--- src/rtl/core/rdpc_pkg.sv ---
`timescale 1ns / 1ps
// ----------------------------------------------------------------------------
// rdpc_pkg - shared constants and types for the radix digit palindrome check
// Widths, radix limits and the controller/datapath command and status words.
// ----------------------------------------------------------------------------
package rdpc_pkg;

  // Sizing
  localparam int MAX_DIGITS  = 32;
  localparam int VALUE_WIDTH = 32;
  localparam int IN_W        = 32;
  localparam int RADIX_W     = 5;
  localparam int DIGIT_W     = 4;
  localparam int COUNT_OUT_W = 6;

  // Radix register
  localparam logic [RADIX_W-1:0] RADIX_RESET = RADIX_W'(10);
  localparam logic [RADIX_W-1:0] RADIX_MIN   = RADIX_W'(2);
  localparam logic [RADIX_W-1:0] RADIX_MAX   = RADIX_W'(16);

  // Divider: quotient bits formed per cycle
  localparam int DIV_STEP   = 8;
  localparam int USE_W      = (VALUE_WIDTH < IN_W) ? VALUE_WIDTH : IN_W;
  localparam int DIV_CHUNKS = (USE_W + DIV_STEP - 1) / DIV_STEP;
  localparam int PAD_W      = DIV_CHUNKS * DIV_STEP;
  localparam int CHUNK_W    = (DIV_CHUNKS > 1) ? $clog2(DIV_CHUNKS) : 1;

  // Digit store
  localparam int CNT_W  = $clog2(MAX_DIGITS + 1);
  localparam int ADDR_W = $clog2(MAX_DIGITS);

  typedef struct packed {
    logic load;         // capture value, clear digit count
    logic digit_start;  // clear remainder before a digit
    logic div_en;       // one chunk of the division
    logic div_last;     // final chunk: store digit, bump count
    logic cmp_start;    // reset pair index and symmetry flag
    logic cmp_read;     // read one digit pair
    logic cmp_check;    // compare the pair read
  } rdpc_cmd_t;

  typedef struct packed {
    logic value_zero;
    logic count_full;
    logic pairs_done;
    logic mismatch;
  } rdpc_stat_t;

endpackage

--- src/rtl/core/rdpc_dp.sv ---
`timescale 1ns / 1ps
// ----------------------------------------------------------------------------
// rdpc_dp - datapath of the radix digit palindrome check
// Radix register, chunked restoring divider, digit store and pair compare.
// ----------------------------------------------------------------------------
module rdpc_dp (
  input  logic                                clk,
  input  logic                                rst_n,
  input  logic                                cfg_we,
  input  logic [rdpc_pkg::RADIX_W-1:0]        cfg_data,
  input  logic [rdpc_pkg::IN_W-1:0]           value_in,
  input  rdpc_pkg::rdpc_cmd_t                 cmd,
  output rdpc_pkg::rdpc_stat_t                stat,
  output logic                                symmetric,
  output logic [rdpc_pkg::COUNT_OUT_W-1:0]    digit_count
);

  logic [rdpc_pkg::RADIX_W-1:0] radix_r;
  logic [rdpc_pkg::RADIX_W-1:0] eff_radix;
  logic [rdpc_pkg::PAD_W-1:0]   value_r;
  logic [rdpc_pkg::PAD_W-1:0]   value_nxt;
  logic [rdpc_pkg::DIGIT_W-1:0] rem_r;
  logic [rdpc_pkg::DIGIT_W-1:0] rem_nxt;
  logic [rdpc_pkg::DIGIT_W:0]   trial;
  logic [rdpc_pkg::DIV_STEP-1:0] quot;
  logic [rdpc_pkg::CNT_W-1:0]   n_r;
  logic [rdpc_pkg::ADDR_W-1:0]  idx_r;
  logic [rdpc_pkg::CNT_W-1:0]   mirror;
  logic                         sym_r;
  logic [rdpc_pkg::DIGIT_W-1:0] rd_a_r;
  logic [rdpc_pkg::DIGIT_W-1:0] rd_b_r;
  logic [rdpc_pkg::DIGIT_W-1:0] digit_mem [rdpc_pkg::MAX_DIGITS];

  // out-of-range radix saturates so every digit fits the store
  always_comb begin
    priority if (radix_r < rdpc_pkg::RADIX_MIN) begin
      eff_radix = rdpc_pkg::RADIX_MIN;
    end else if (radix_r > rdpc_pkg::RADIX_MAX) begin
      eff_radix = rdpc_pkg::RADIX_MAX;
    end else begin
      eff_radix = radix_r;
    end
  end

  // DIV_STEP restoring steps on a narrow remainder; quotient shifts in at the bottom
  always_comb begin
    rem_nxt = rem_r;
    quot    = '0;
    trial   = '0;
    for (int k = rdpc_pkg::DIV_STEP - 1; k >= 0; k--) begin
      trial = {rem_nxt, value_r[rdpc_pkg::PAD_W - rdpc_pkg::DIV_STEP + k]};
      if (trial >= eff_radix) begin
        trial   = trial - eff_radix;
        quot[k] = 1'b1;
      end
      rem_nxt = trial[rdpc_pkg::DIGIT_W-1:0];
    end
    value_nxt = (value_r << rdpc_pkg::DIV_STEP) | rdpc_pkg::PAD_W'(quot);
  end

  assign mirror = n_r - rdpc_pkg::CNT_W'(1) - rdpc_pkg::CNT_W'(idx_r);

  always_ff @(posedge clk) begin
    if (!rst_n) begin
      radix_r <= rdpc_pkg::RADIX_RESET;
      n_r     <= '0;
      sym_r   <= 1'b1;
    end else begin
      if (cfg_we) begin
        radix_r <= cfg_data;
      end
      if (cmd.load) begin
        n_r <= '0;
      end else if (cmd.div_last) begin
        n_r <= n_r + rdpc_pkg::CNT_W'(1);
      end
      if (cmd.cmp_start) begin
        sym_r <= 1'b1;
      end else if (cmd.cmp_check && stat.mismatch) begin
        sym_r <= 1'b0;
      end
    end
  end

  always_ff @(posedge clk) begin
    if (cmd.load) begin
      value_r <= rdpc_pkg::PAD_W'(value_in[rdpc_pkg::USE_W-1:0]);
    end else if (cmd.div_en) begin
      value_r <= value_nxt;
    end
    if (cmd.digit_start) begin
      rem_r <= '0;
    end else if (cmd.div_en) begin
      rem_r <= rem_nxt;
    end
    if (cmd.div_last) begin
      digit_mem[n_r[rdpc_pkg::ADDR_W-1:0]] <= rem_nxt;
    end
    if (cmd.cmp_start) begin
      idx_r <= '0;
    end else if (cmd.cmp_check && !stat.mismatch) begin
      idx_r <= idx_r + rdpc_pkg::ADDR_W'(1);
    end
    if (cmd.cmp_read) begin
      rd_a_r <= digit_mem[idx_r];
      rd_b_r <= digit_mem[mirror[rdpc_pkg::ADDR_W-1:0]];
    end
  end

  assign stat.value_zero = (value_r == '0);
  assign stat.count_full = (n_r == rdpc_pkg::CNT_W'(rdpc_pkg::MAX_DIGITS));
  assign stat.pairs_done = (rdpc_pkg::CNT_W'(idx_r) >= (n_r >> 1));
  assign stat.mismatch   = (rd_a_r != rd_b_r);

  assign symmetric   = sym_r;
  assign digit_count = rdpc_pkg::COUNT_OUT_W'(n_r);

`ifndef NO_ASSERTIONS
  a_count_bound: assert property (@(posedge clk) disable iff (!rst_n)
    n_r <= rdpc_pkg::CNT_W'(rdpc_pkg::MAX_DIGITS))
    else $error("digit count past store depth");

  a_rem_bound: assert property (@(posedge clk) disable iff (!rst_n)
    cmd.div_en |-> ({1'b0, rem_r} < eff_radix))
    else $error("remainder not below radix");

  a_store_room: assert property (@(posedge clk) disable iff (!rst_n)
    cmd.div_last |-> !stat.count_full)
    else $error("digit write with store full");
`endif

endmodule

--- src/rtl/core/rdpc_ctrl.sv ---
`timescale 1ns / 1ps
// ----------------------------------------------------------------------------
// rdpc_ctrl - controller of the radix digit palindrome check
// Sequences digit conversion chunk by chunk, then the pair compare pass.
// ----------------------------------------------------------------------------
module rdpc_ctrl (
  input  logic                 clk,
  input  logic                 rst_n,
  input  logic                 start,
  output logic                 busy,
  output logic                 out_valid,
  output rdpc_pkg::rdpc_cmd_t  cmd,
  input  rdpc_pkg::rdpc_stat_t stat
);

  typedef enum logic [2:0] {
    ST_IDLE,
    ST_CHECK,
    ST_DIV,
    ST_CMP_RD,
    ST_CMP_CHK
  } state_t;

  state_t                       state_r, state_nxt;
  logic [rdpc_pkg::CHUNK_W-1:0] chunk_r, chunk_nxt;
  logic                         out_valid_r, out_valid_nxt;
  logic                         last_chunk;

  assign last_chunk = (chunk_r == rdpc_pkg::CHUNK_W'(rdpc_pkg::DIV_CHUNKS - 1));

  always_comb begin
    state_nxt     = state_r;
    chunk_nxt     = chunk_r;
    out_valid_nxt = 1'b0;
    cmd           = '0;
    unique case (state_r)
      ST_IDLE: begin
        if (start) begin
          cmd.load  = 1'b1;
          state_nxt = ST_CHECK;
        end
      end
      ST_CHECK: begin
        if (stat.value_zero || stat.count_full) begin
          cmd.cmp_start = 1'b1;
          state_nxt     = ST_CMP_RD;
        end else begin
          cmd.digit_start = 1'b1;
          chunk_nxt       = '0;
          state_nxt       = ST_DIV;
        end
      end
      ST_DIV: begin
        cmd.div_en = 1'b1;
        if (last_chunk) begin
          cmd.div_last = 1'b1;
          state_nxt    = ST_CHECK;
        end else begin
          chunk_nxt = chunk_r + rdpc_pkg::CHUNK_W'(1);
        end
      end
      ST_CMP_RD: begin
        if (stat.pairs_done) begin
          out_valid_nxt = 1'b1;
          state_nxt     = ST_IDLE;
        end else begin
          cmd.cmp_read = 1'b1;
          state_nxt    = ST_CMP_CHK;
        end
      end
      ST_CMP_CHK: begin
        cmd.cmp_check = 1'b1;
        if (stat.mismatch) begin
          out_valid_nxt = 1'b1;
          state_nxt     = ST_IDLE;
        end else begin
          state_nxt = ST_CMP_RD;
        end
      end
      default: begin
        state_nxt = ST_IDLE;
      end
    endcase
  end

  always_ff @(posedge clk) begin
    if (!rst_n) begin
      state_r     <= ST_IDLE;
      chunk_r     <= '0;
      out_valid_r <= 1'b0;
    end else begin
      state_r     <= state_nxt;
      chunk_r     <= chunk_nxt;
      out_valid_r <= out_valid_nxt;
    end
  end

  assign busy      = (state_r != ST_IDLE);
  assign out_valid = out_valid_r;

`ifndef NO_ASSERTIONS
  a_result_idle: assert property (@(posedge clk) disable iff (!rst_n)
    out_valid_r |-> (state_r == ST_IDLE))
    else $error("result strobe outside idle");

  a_accept_moves: assert property (@(posedge clk) disable iff (!rst_n)
    (state_r == ST_IDLE && start) |=> (state_r == ST_CHECK && !out_valid_r))
    else $error("accepted word did not enter conversion");

  a_chunk_bound: assert property (@(posedge clk) disable iff (!rst_n)
    (state_r == ST_DIV) |-> (chunk_r <= rdpc_pkg::CHUNK_W'(rdpc_pkg::DIV_CHUNKS - 1)))
    else $error("chunk counter overrun");
`endif

endmodule

--- src/rtl/core/radix_digit_palindrome_check.sv ---
`timescale 1ns / 1ps
// ----------------------------------------------------------------------------
// radix_digit_palindrome_check - digit palindrome test in a configurable radix
// Converts a value to digits by repeated division and checks their symmetry.
// ----------------------------------------------------------------------------
// Usage:
//  - Input: present in_value and raise start; the word is taken at a clock edge
//    where start is high and busy is low. busy stays high until the result.
//  - Output: out_valid pulses for one cycle with out_symmetric and
//    out_digit_count; the receiver must take it then, it cannot stall.
//  - Config: cfg_radix is written when cfg_valid and cfg_ready are high
//    (cfg_ready is always high); write only while idle. Radix below 2 acts
//    as 2, above 16 as 16. Reset value is 10.
//  - Sequence: each digit takes a check state plus DIV_CHUNKS (4) divider
//    chunks, the divider forming 8 quotient bits per cycle. The compare pass
//    reads one digit pair from the digit store and then compares it, stopping
//    at the first mismatch.
//    The next word may be accepted in the cycle of the result strobe.
//  - Reset (rst_n low, synchronous): controller idle, radix 10, count 0.
// ----------------------------------------------------------------------------
module radix_digit_palindrome_check (
  input  logic                                clk,
  input  logic                                rst_n,
  input  logic                                start,
  output logic                                busy,
  input  logic [rdpc_pkg::IN_W-1:0]           in_value,
  output logic                                out_valid,
  output logic                                out_symmetric,
  output logic [rdpc_pkg::COUNT_OUT_W-1:0]    out_digit_count,
  input  logic                                cfg_valid,
  output logic                                cfg_ready,
  input  logic [rdpc_pkg::RADIX_W-1:0]        cfg_radix
);

  rdpc_pkg::rdpc_cmd_t  cmd;
  rdpc_pkg::rdpc_stat_t stat;

  assign cfg_ready = 1'b1;

  rdpc_ctrl u_ctrl (
    .clk       (clk),
    .rst_n     (rst_n),
    .start     (start),
    .busy      (busy),
    .out_valid (out_valid),
    .cmd       (cmd),
    .stat      (stat)
  );

  rdpc_dp u_dp (
    .clk         (clk),
    .rst_n       (rst_n),
    .cfg_we      (cfg_valid && cfg_ready),
    .cfg_data    (cfg_radix),
    .value_in    (in_value),
    .cmd         (cmd),
    .stat        (stat),
    .symmetric   (out_symmetric),
    .digit_count (out_digit_count)
  );

endmodule
--- config.mk ---
export PLATFORM = sky130hd
export DESIGN_NAME = radix_digit_palindrome_check
export DESIGN_NICKNAME = d
export VERILOG_FILES = /design/src/rtl/core/rdpc_pkg.sv /design/src/rtl/core/rdpc_dp.sv /design/src/rtl/core/rdpc_ctrl.sv /design/src/rtl/core/radix_digit_palindrome_check.sv
export SDC_FILE = /design/constraint.sdc
export NUM_CORES = 1
export LEC_CHECK = 0
export BUFFER_PORTS_ARGS = -buffer_cell sky130_fd_sc_hd__buf_2
export CORE_MARGIN = 5
export CORE_UTILIZATION = 40
export CTS_BUF_LIST = sky130_fd_sc_hd__clkbuf_8
export CTS_CLUSTER_DIAMETER = 100
export CTS_CLUSTER_SIZE = 8
export DETAILED_ROUTE_END_ITERATION = 10
export PLACE_DENSITY = 0.67
export REMOVE_ABC_BUFFERS = 1
export SETUP_SLACK_MARGIN = 0.1
export SLEW_MARGIN = 20
export SYNTH_ARGS = -nofsm -noshare
export SYNTH_HDL_FRONTEND = slang
export SYNTH_HIERARCHICAL = 1
export SYNTH_SLANG_ARGS = --single-unit
--- constraint.sdc ---
create_clock -name clk -period 12.7 [get_ports clk]
set_input_delay 1.27 -clock clk [delete_from_list [all_inputs] [get_ports clk]]
set_output_delay 1.27 -clock clk [all_outputs]
set_load 0.02 [all_outputs]
==> flow_summary.yaml, run 1 <==
grt:
  grt_pass1_wl_mm: 40.4
  overflow: 0
  antenna_found_initial: 0
  grt_pass1_vias: 7097
  grt_use_total: 0.170
  grt_max_degree: 38
clocking:
  numClockSinks: 195
  cts_tree: "done"
  clk_pin_slew_ns: 0.13
  cts.path.max_buffers: 2
  htreeDepth: 4
  cts_made_buffers: 17
  cts-root-buf: "clkbuf_8"
  clkLatencyLatePin_ns: 0.49
  cts_hold_buf: 0
setup_path:
  crit_path_max_fanout: 32
  r2r_setup_slack_ns: 0.73
  start_kind: "flop"
  slowest_delay_ns: 0.40
  endpoint: "u_dp/digit_mem[6][2]"
  crit_start: "u_dp/radix_r[2]"
  arrival_ns: 12.16
  reg2regPathDepth: 48
  crit_required_ns: 12.89
  end_kind: "flop"
  critPathKind: "flop to flop"
  r2r_start: "u_dp/radix_r[2]"
  r2r-end: "u_dp/digit_mem[6][2]"
  crit_top_cell: "ha_1"
  crit_slowest_cell: "mux2_2"
timing:
  final_max_slew_viol_count: 0
  fin_worst_skew_ns: 0.0288
  post-route-period-util: 0.943
  setup_tns_ns: 0
  rsz0062_at_grt: "no"
  fmax_mhz: 83.5
  hold_violations: 0
  setup_viol: 0
  worstMarginPinSlew_ns: 1.09
  slew_headroom: 0.265
  fin_crit_ns: 11.97
synthesis:
  syn_avg_cell_area_um2: 14.4
  ys_seq_area_frac: 0.507
  synth_area_mm2: 0.0110
  yosys_register_bits: 195
  synth_cell_types: 64
  yosysWarningCount: 6
  synth_top_area_frac: 0.458
  synthTopCellsByArea: "edfxtp_1 (46%), mux4_2 (16%), ha_1 (6.3%)"
  synth_enable_flop_cells: 168
  synth.largest_area_cell: "edfxtp_1"
  async_flop_share: 0
  synth_cells: 767
  synth_flop_cell: "edfxtp_1"
flow_run:
  max_cap_violations: 0
cells_and_area:
  antennaDiodeCount: 0
  fin_nets: 931
  stdcell_area_mm2: 0.0122
  multi_input_area_mm2: 0.00517
  fillCellCount: 2383
  drive_gt1_frac: 0.304
  post-route-util: 0.452
  seqCellArea_mm2: 0.00559
  area_growth_syn_to_layout_pct: 11.0
detailed_routing:
  dr.pass1.iters: 5
  drt-initial-drc-count: 577
  routed_wl_mm: 25.8
  vias_per_cell: 5.86
  vias: 6917
  drc: 0
  routedWlPerCell_um: 21.9
  ant_nets: 0
placement:
  numPortBuffers: 49
  hpwl_mm: 18.2
  dpl-instance-area_mm2: 0.0116
  gp_congestion: 0.833
die:
  rows: 60
  io_pins: 51
  die_area_mm2: 0.0309
  initial_utilization: 0.407
  fp.coreArea_mm2: 0.0270
  die_x_um: 176
  die_y_um: 176
run_status:
  status: "finished clean"
min_path:
  hold_class: "flop to flop"
placed cells by master, fill, tap and decap left out, drive strengths merged, types with 7 or more instances in the layout:
master	count
edfxtp	168
mux4	80
buf	70
nor2	69
ha	55
inv	48
mux2	45
nand2	33
dfxtp	27
a21oi	19
clkbuf	17
o21ai	17
xnor2	15
mux2i	14
xor2	11
nand3	10
o21a	10
nor2b	10
a21o	9
fa	9
nor4	9
nand4	8
clkinv	7
nand2b	7
o31a	7
nor3	7
flip-flops by register name, summed over array words and instances, names as in the netlist:
signal            count
u_dp/digit_count      6
u_dp/digit_mem      128
u_ctrl/chunk_r        2
u_dp/rem_r            4
u_dp/symmetric        1
u_ctrl/out_valid      1
u_dp/idx_r            5
u_dp/radix_r          5
u_dp/rd_b_r           4
u_dp/rd_a_r           4
u_ctrl/state_r        3
u_dp/value_r         32
worst max-delay path, delay by kind of cell (launching register included):
| kind | cells | cell delay, ns |
|---|---|---|
| flops | 1 | 0.39 |
| fa+ha+maj | 8 | 2.46 |
| buf+inv | 4 | 0.71 |
| mux | 4 | 1.38 |
| simple gates | 8 | 1.16 |
| compound gates | 24 | 5.55 |
timing repair:
action                                  4_1_cts  5_1_grt
pin swaps                                     0        1
endpoints found under the setup margin       64      133
buffers inserted                              0        6
cloned                                        1        0
resized for setup                             6       10
metrics by stage:
stage,hold WS (ns),setup slack [ns],instances
after floorplan,0.458,0.0548,736
after global placement,0.472,0.517,1141
after detailed placement,0.487,0.0215,1141
after CTS,0.508,0.195,1174
after global routing,0.524,0.0762,1180
final,0.509,0.726,1180
per-layer routing:
layer	up-vias	global-route usage	wire [µm]
met5	-	0	0
met4	0	0.0504	554
met3	39	0.0379	1950
met2	284	0.274	12300
met1	3474	0.232	11000
li1	3120	-	-
cells by family (layout without fill, tap and decap cells):
kind of cell / Yosys count / after routing / share of synthesized area
AOI/OAI and AO/OA: 94 / 94 / 0.0599
xor gates and xnor gates: 26 / 26 / 0.0207
adders and majority gates: 64 / 64 / 0.0789
buffers and inverters: 72 / 144 / 0.0293
DFF: 195 / 195 / 0.507
muxes: 139 / 139 / 0.223
other: 1 / 1 / 0.000341
and+or+nand+nor: 176 / 176 / 0.0799
cell type report:
class / count / area share
clock buffer: 17 / 0.0191
inverter: 41 / 0.0129
clock inverter: 15 / 0.0187
sequential: 195 / 0.457
timing repair buffer: 70 / 0.0330
tap: 341 / 0.0349
timing repair inverter: 1 / 0.000614
multi-input combinational: 500 / 0.424
cells in the mapped netlist, types with 4 or more instances:
| master | instances |
|---|---|
| nor4_1 | 9 |
| buf_6 | 4 |
| nand3_1 | 10 |
| nand2b_1 | 7 |
| xnor2_1 | 15 |
| mux2i_1 | 14 |
| ha_1 | 55 |
| fa_1 | 9 |
| nor2b_1 | 10 |
| mux2_2 | 45 |
| a21o_1 | 9 |
| mux4_2 | 77 |
| dfxtp_1 | 27 |
| o21ai_0 | 15 |
| nor3_1 | 5 |
| nor2_1 | 69 |
| clkbuf_1 | 17 |
| xor2_1 | 11 |
| inv_1 | 40 |
| o31ai_1 | 6 |
| nor3b_1 | 5 |
| nand2_1 | 33 |
| o21a_1 | 10 |
| edfxtp_1 | 168 |
| nand4_1 | 8 |
| a21oi_1 | 19 |
| buf_4 | 5 |
| o31a_1 | 7 |
how the worst min path moves through the flow:
| stage | start | endpoint | slack (ns) | cells after the start |
|---|---|---|---|---|
| final | u_ctrl/chunk_r[1] | u_ctrl/chunk_r[1] | 0.51 | 2 |
| after global routing | u_ctrl/chunk_r[1] | u_ctrl/chunk_r[1] | 0.52 | 2 |
| after detailed placement | u_ctrl/chunk_r[1] | u_ctrl/chunk_r[1] | 0.49 | 2 |
| after CTS | u_ctrl/chunk_r[1] | u_ctrl/chunk_r[1] | 0.51 | 2 |
| after global placement | u_ctrl/chunk_r[1] | u_ctrl/chunk_r[1] | 0.47 | 2 |
| after floorplan | u_dp/radix_r[1] | u_dp/radix_r[1] | 0.46 | 2 |
Power of run 1 is left out: the tool's default activity adds up to more than one toggle a clock period on the data nets, which glitch-free logic cannot reach.
==> run 2, diff against run 1 <==
- PLACE_DENSITY: 0.67 -> 0.65
- clock period: 12.7 -> 11.43 ns (I/O delays scaled with it)
==> flow_summary.yaml, run 2 (synthesis gave the netlist of run 1 again) <==
detailed_routing:
  routedWlPerCell_um: 21.8
  ant_nets: 0
  drt-initial-drc-count: 607
  drc: 0
  dr.pass1.iters: 5
  vias_per_cell: 5.81
  vias: 7014
  routed_wl_mm: 26.4
setup_path:
  crit_path_max_fanout: 33
  reg2regPathDepth: 51
  start_kind: "flop"
  end_kind: "flop"
  r2r_setup_slack_ns: 0.44
  slowest_delay_ns: 0.37
  crit_slowest_cell: "o311a_4"
  r2r-end: "u_dp/rem_r[2]"
  crit_start: "u_dp/radix_r[2]"
  crit_top_cell: "ha_1"
  crit_required_ns: 11.80
  critPathKind: "flop to flop"
  r2r_start: "u_dp/radix_r[2]"
  critPathTopFamily: "compound AO/OA/AOI/OAI gates"
  arrival_ns: 11.36
  worst-path-buf-inv: 5
  cp.depth: 51
timing:
  fmax_mhz: 91.0
  fin_crit_ns: 10.99
  post-route-period-util: 0.962
  setup_viol: 0
  worstMarginPinSlew_ns: 1.24
  fin_worst_skew_ns: 0.0163
  hold_violations: 0
  final_max_slew_viol_count: 0
  fin_ws_ns: 0.440
  rsz0062_at_grt: "yes"
  slew_headroom: 0.165
clocking:
  clkLatencyLatePin_ns: 0.47
  numClockSinks: 195
  clk_pin_slew_ns: 0.10
  htreeDepth: 4
  cts.path.max_buffers: 2
  cts_made_buffers: 17
  cts-root-buf: "clkbuf_8"
  cts_tree: "done"
cells_and_area:
  multi_input_area_mm2: 0.00535
  layout_common_cells: "edfxtp_1 (168), mux4_2 (77), nor2_1 (68)"
  drive_gt1_frac: 0.337
  area_growth_syn_to_layout_pct: 13.9
  antennaDiodeCount: 0
  post-route-util: 0.464
  final_cells: 1208
  seqCellArea_mm2: 0.00559
  final_common_cell: "edfxtp_1"
  fillCellCount: 2358
  fin_nets: 959
  largest_register_ffs: 128
placement:
  dp_slack_ns: -0.411
  hpwl_mm: 18.6
  numPortBuffers: 49
  gp_congestion: 0.840
  dp_cells: 1161
grt:
  grt_max_degree: 38
  grt.busiest_layer: "met2"
  gr-usage-met2: 0.280
  grt_pass1_vias: 7210
  overflow: 0
  antenna_found_initial: 2
  grtUsageMet1: 0.227
  grt_pass1_wl_mm: 40.5
  met3_usage: 0.0400
  grt_use_total: 0.170
die:
  fp.coreArea_mm2: 0.0270
  rows: 60
  io_pins: 51
  die_y_um: 176
  die_x_um: 176
  initial_utilization: 0.407
  die_area_mm2: 0.0309
run_status:
  status: "finished clean"
min_path:
  worstHoldStart: "u_ctrl/chunk_r[1]"
  min_delay_path_depth: 2
  hold_class: "flop to flop"
  whs_endpoint: "u_ctrl/chunk_r[1]"
flow_run:
  max_cap_violations: 0
-- run 2: worst max-delay path by stage --
stage                                       end  slack [ns]
after floorplan            u_dp/digit_mem[0][3]       -1.22
after global placement    u_dp/digit_mem[17][3]       -0.02
after detailed placement  u_dp/digit_mem[18][3]       -0.41
after CTS                         u_dp/rem_r[2]        0.13
after global routing              u_dp/rem_r[2]       -0.05
final                             u_dp/rem_r[2]        0.44
-- run 2: per-stage QoR --
step	TNS (ns)	hold slack, ns	cell area [µm²]
floorplan	-107.71	0.458	10800
global placement	-0.364	0.469	11800
detailed placement	-24.21	0.478	11800
CTS	0	0.494	12200
global route	-0.0955	0.520	12500
finish	0	0.490	12500
-- run 2: what timing repair did --
item,CTS,global route
pin swaps,1,14
setup endpoints to repair,130,133
endpoints found under the hold margin,0,0
setup buffers,3,12
resized for setup,10,32
hold buffers,0,0
-- run 2: area by class of cell --
type                            count  area share
Tap cell                          341      0.0340
Clock buffer                       17      0.0187
Timing Repair Buffer               99      0.0508
Sequential cell                   195       0.446
Inverter                           41      0.0123
Clock inverter                     15      0.0118
Multi-Input combinational cell    500       0.427
-- run 2: tightest hold or removal path, stage by stage, from the launching register on --
cell and delay (ns):
dfxtp_1 0.33, nand3_1 0.06, o22ai_1 0.06
-- run 2: per-layer routing --
layer,vias to the layer above,wire [µm]
met5,-,27
met4,4,363
met3,31,1970
met2,259,12900
met1,3551,11100
li1,3169,-
Power of run 2 is left out for the same reason.
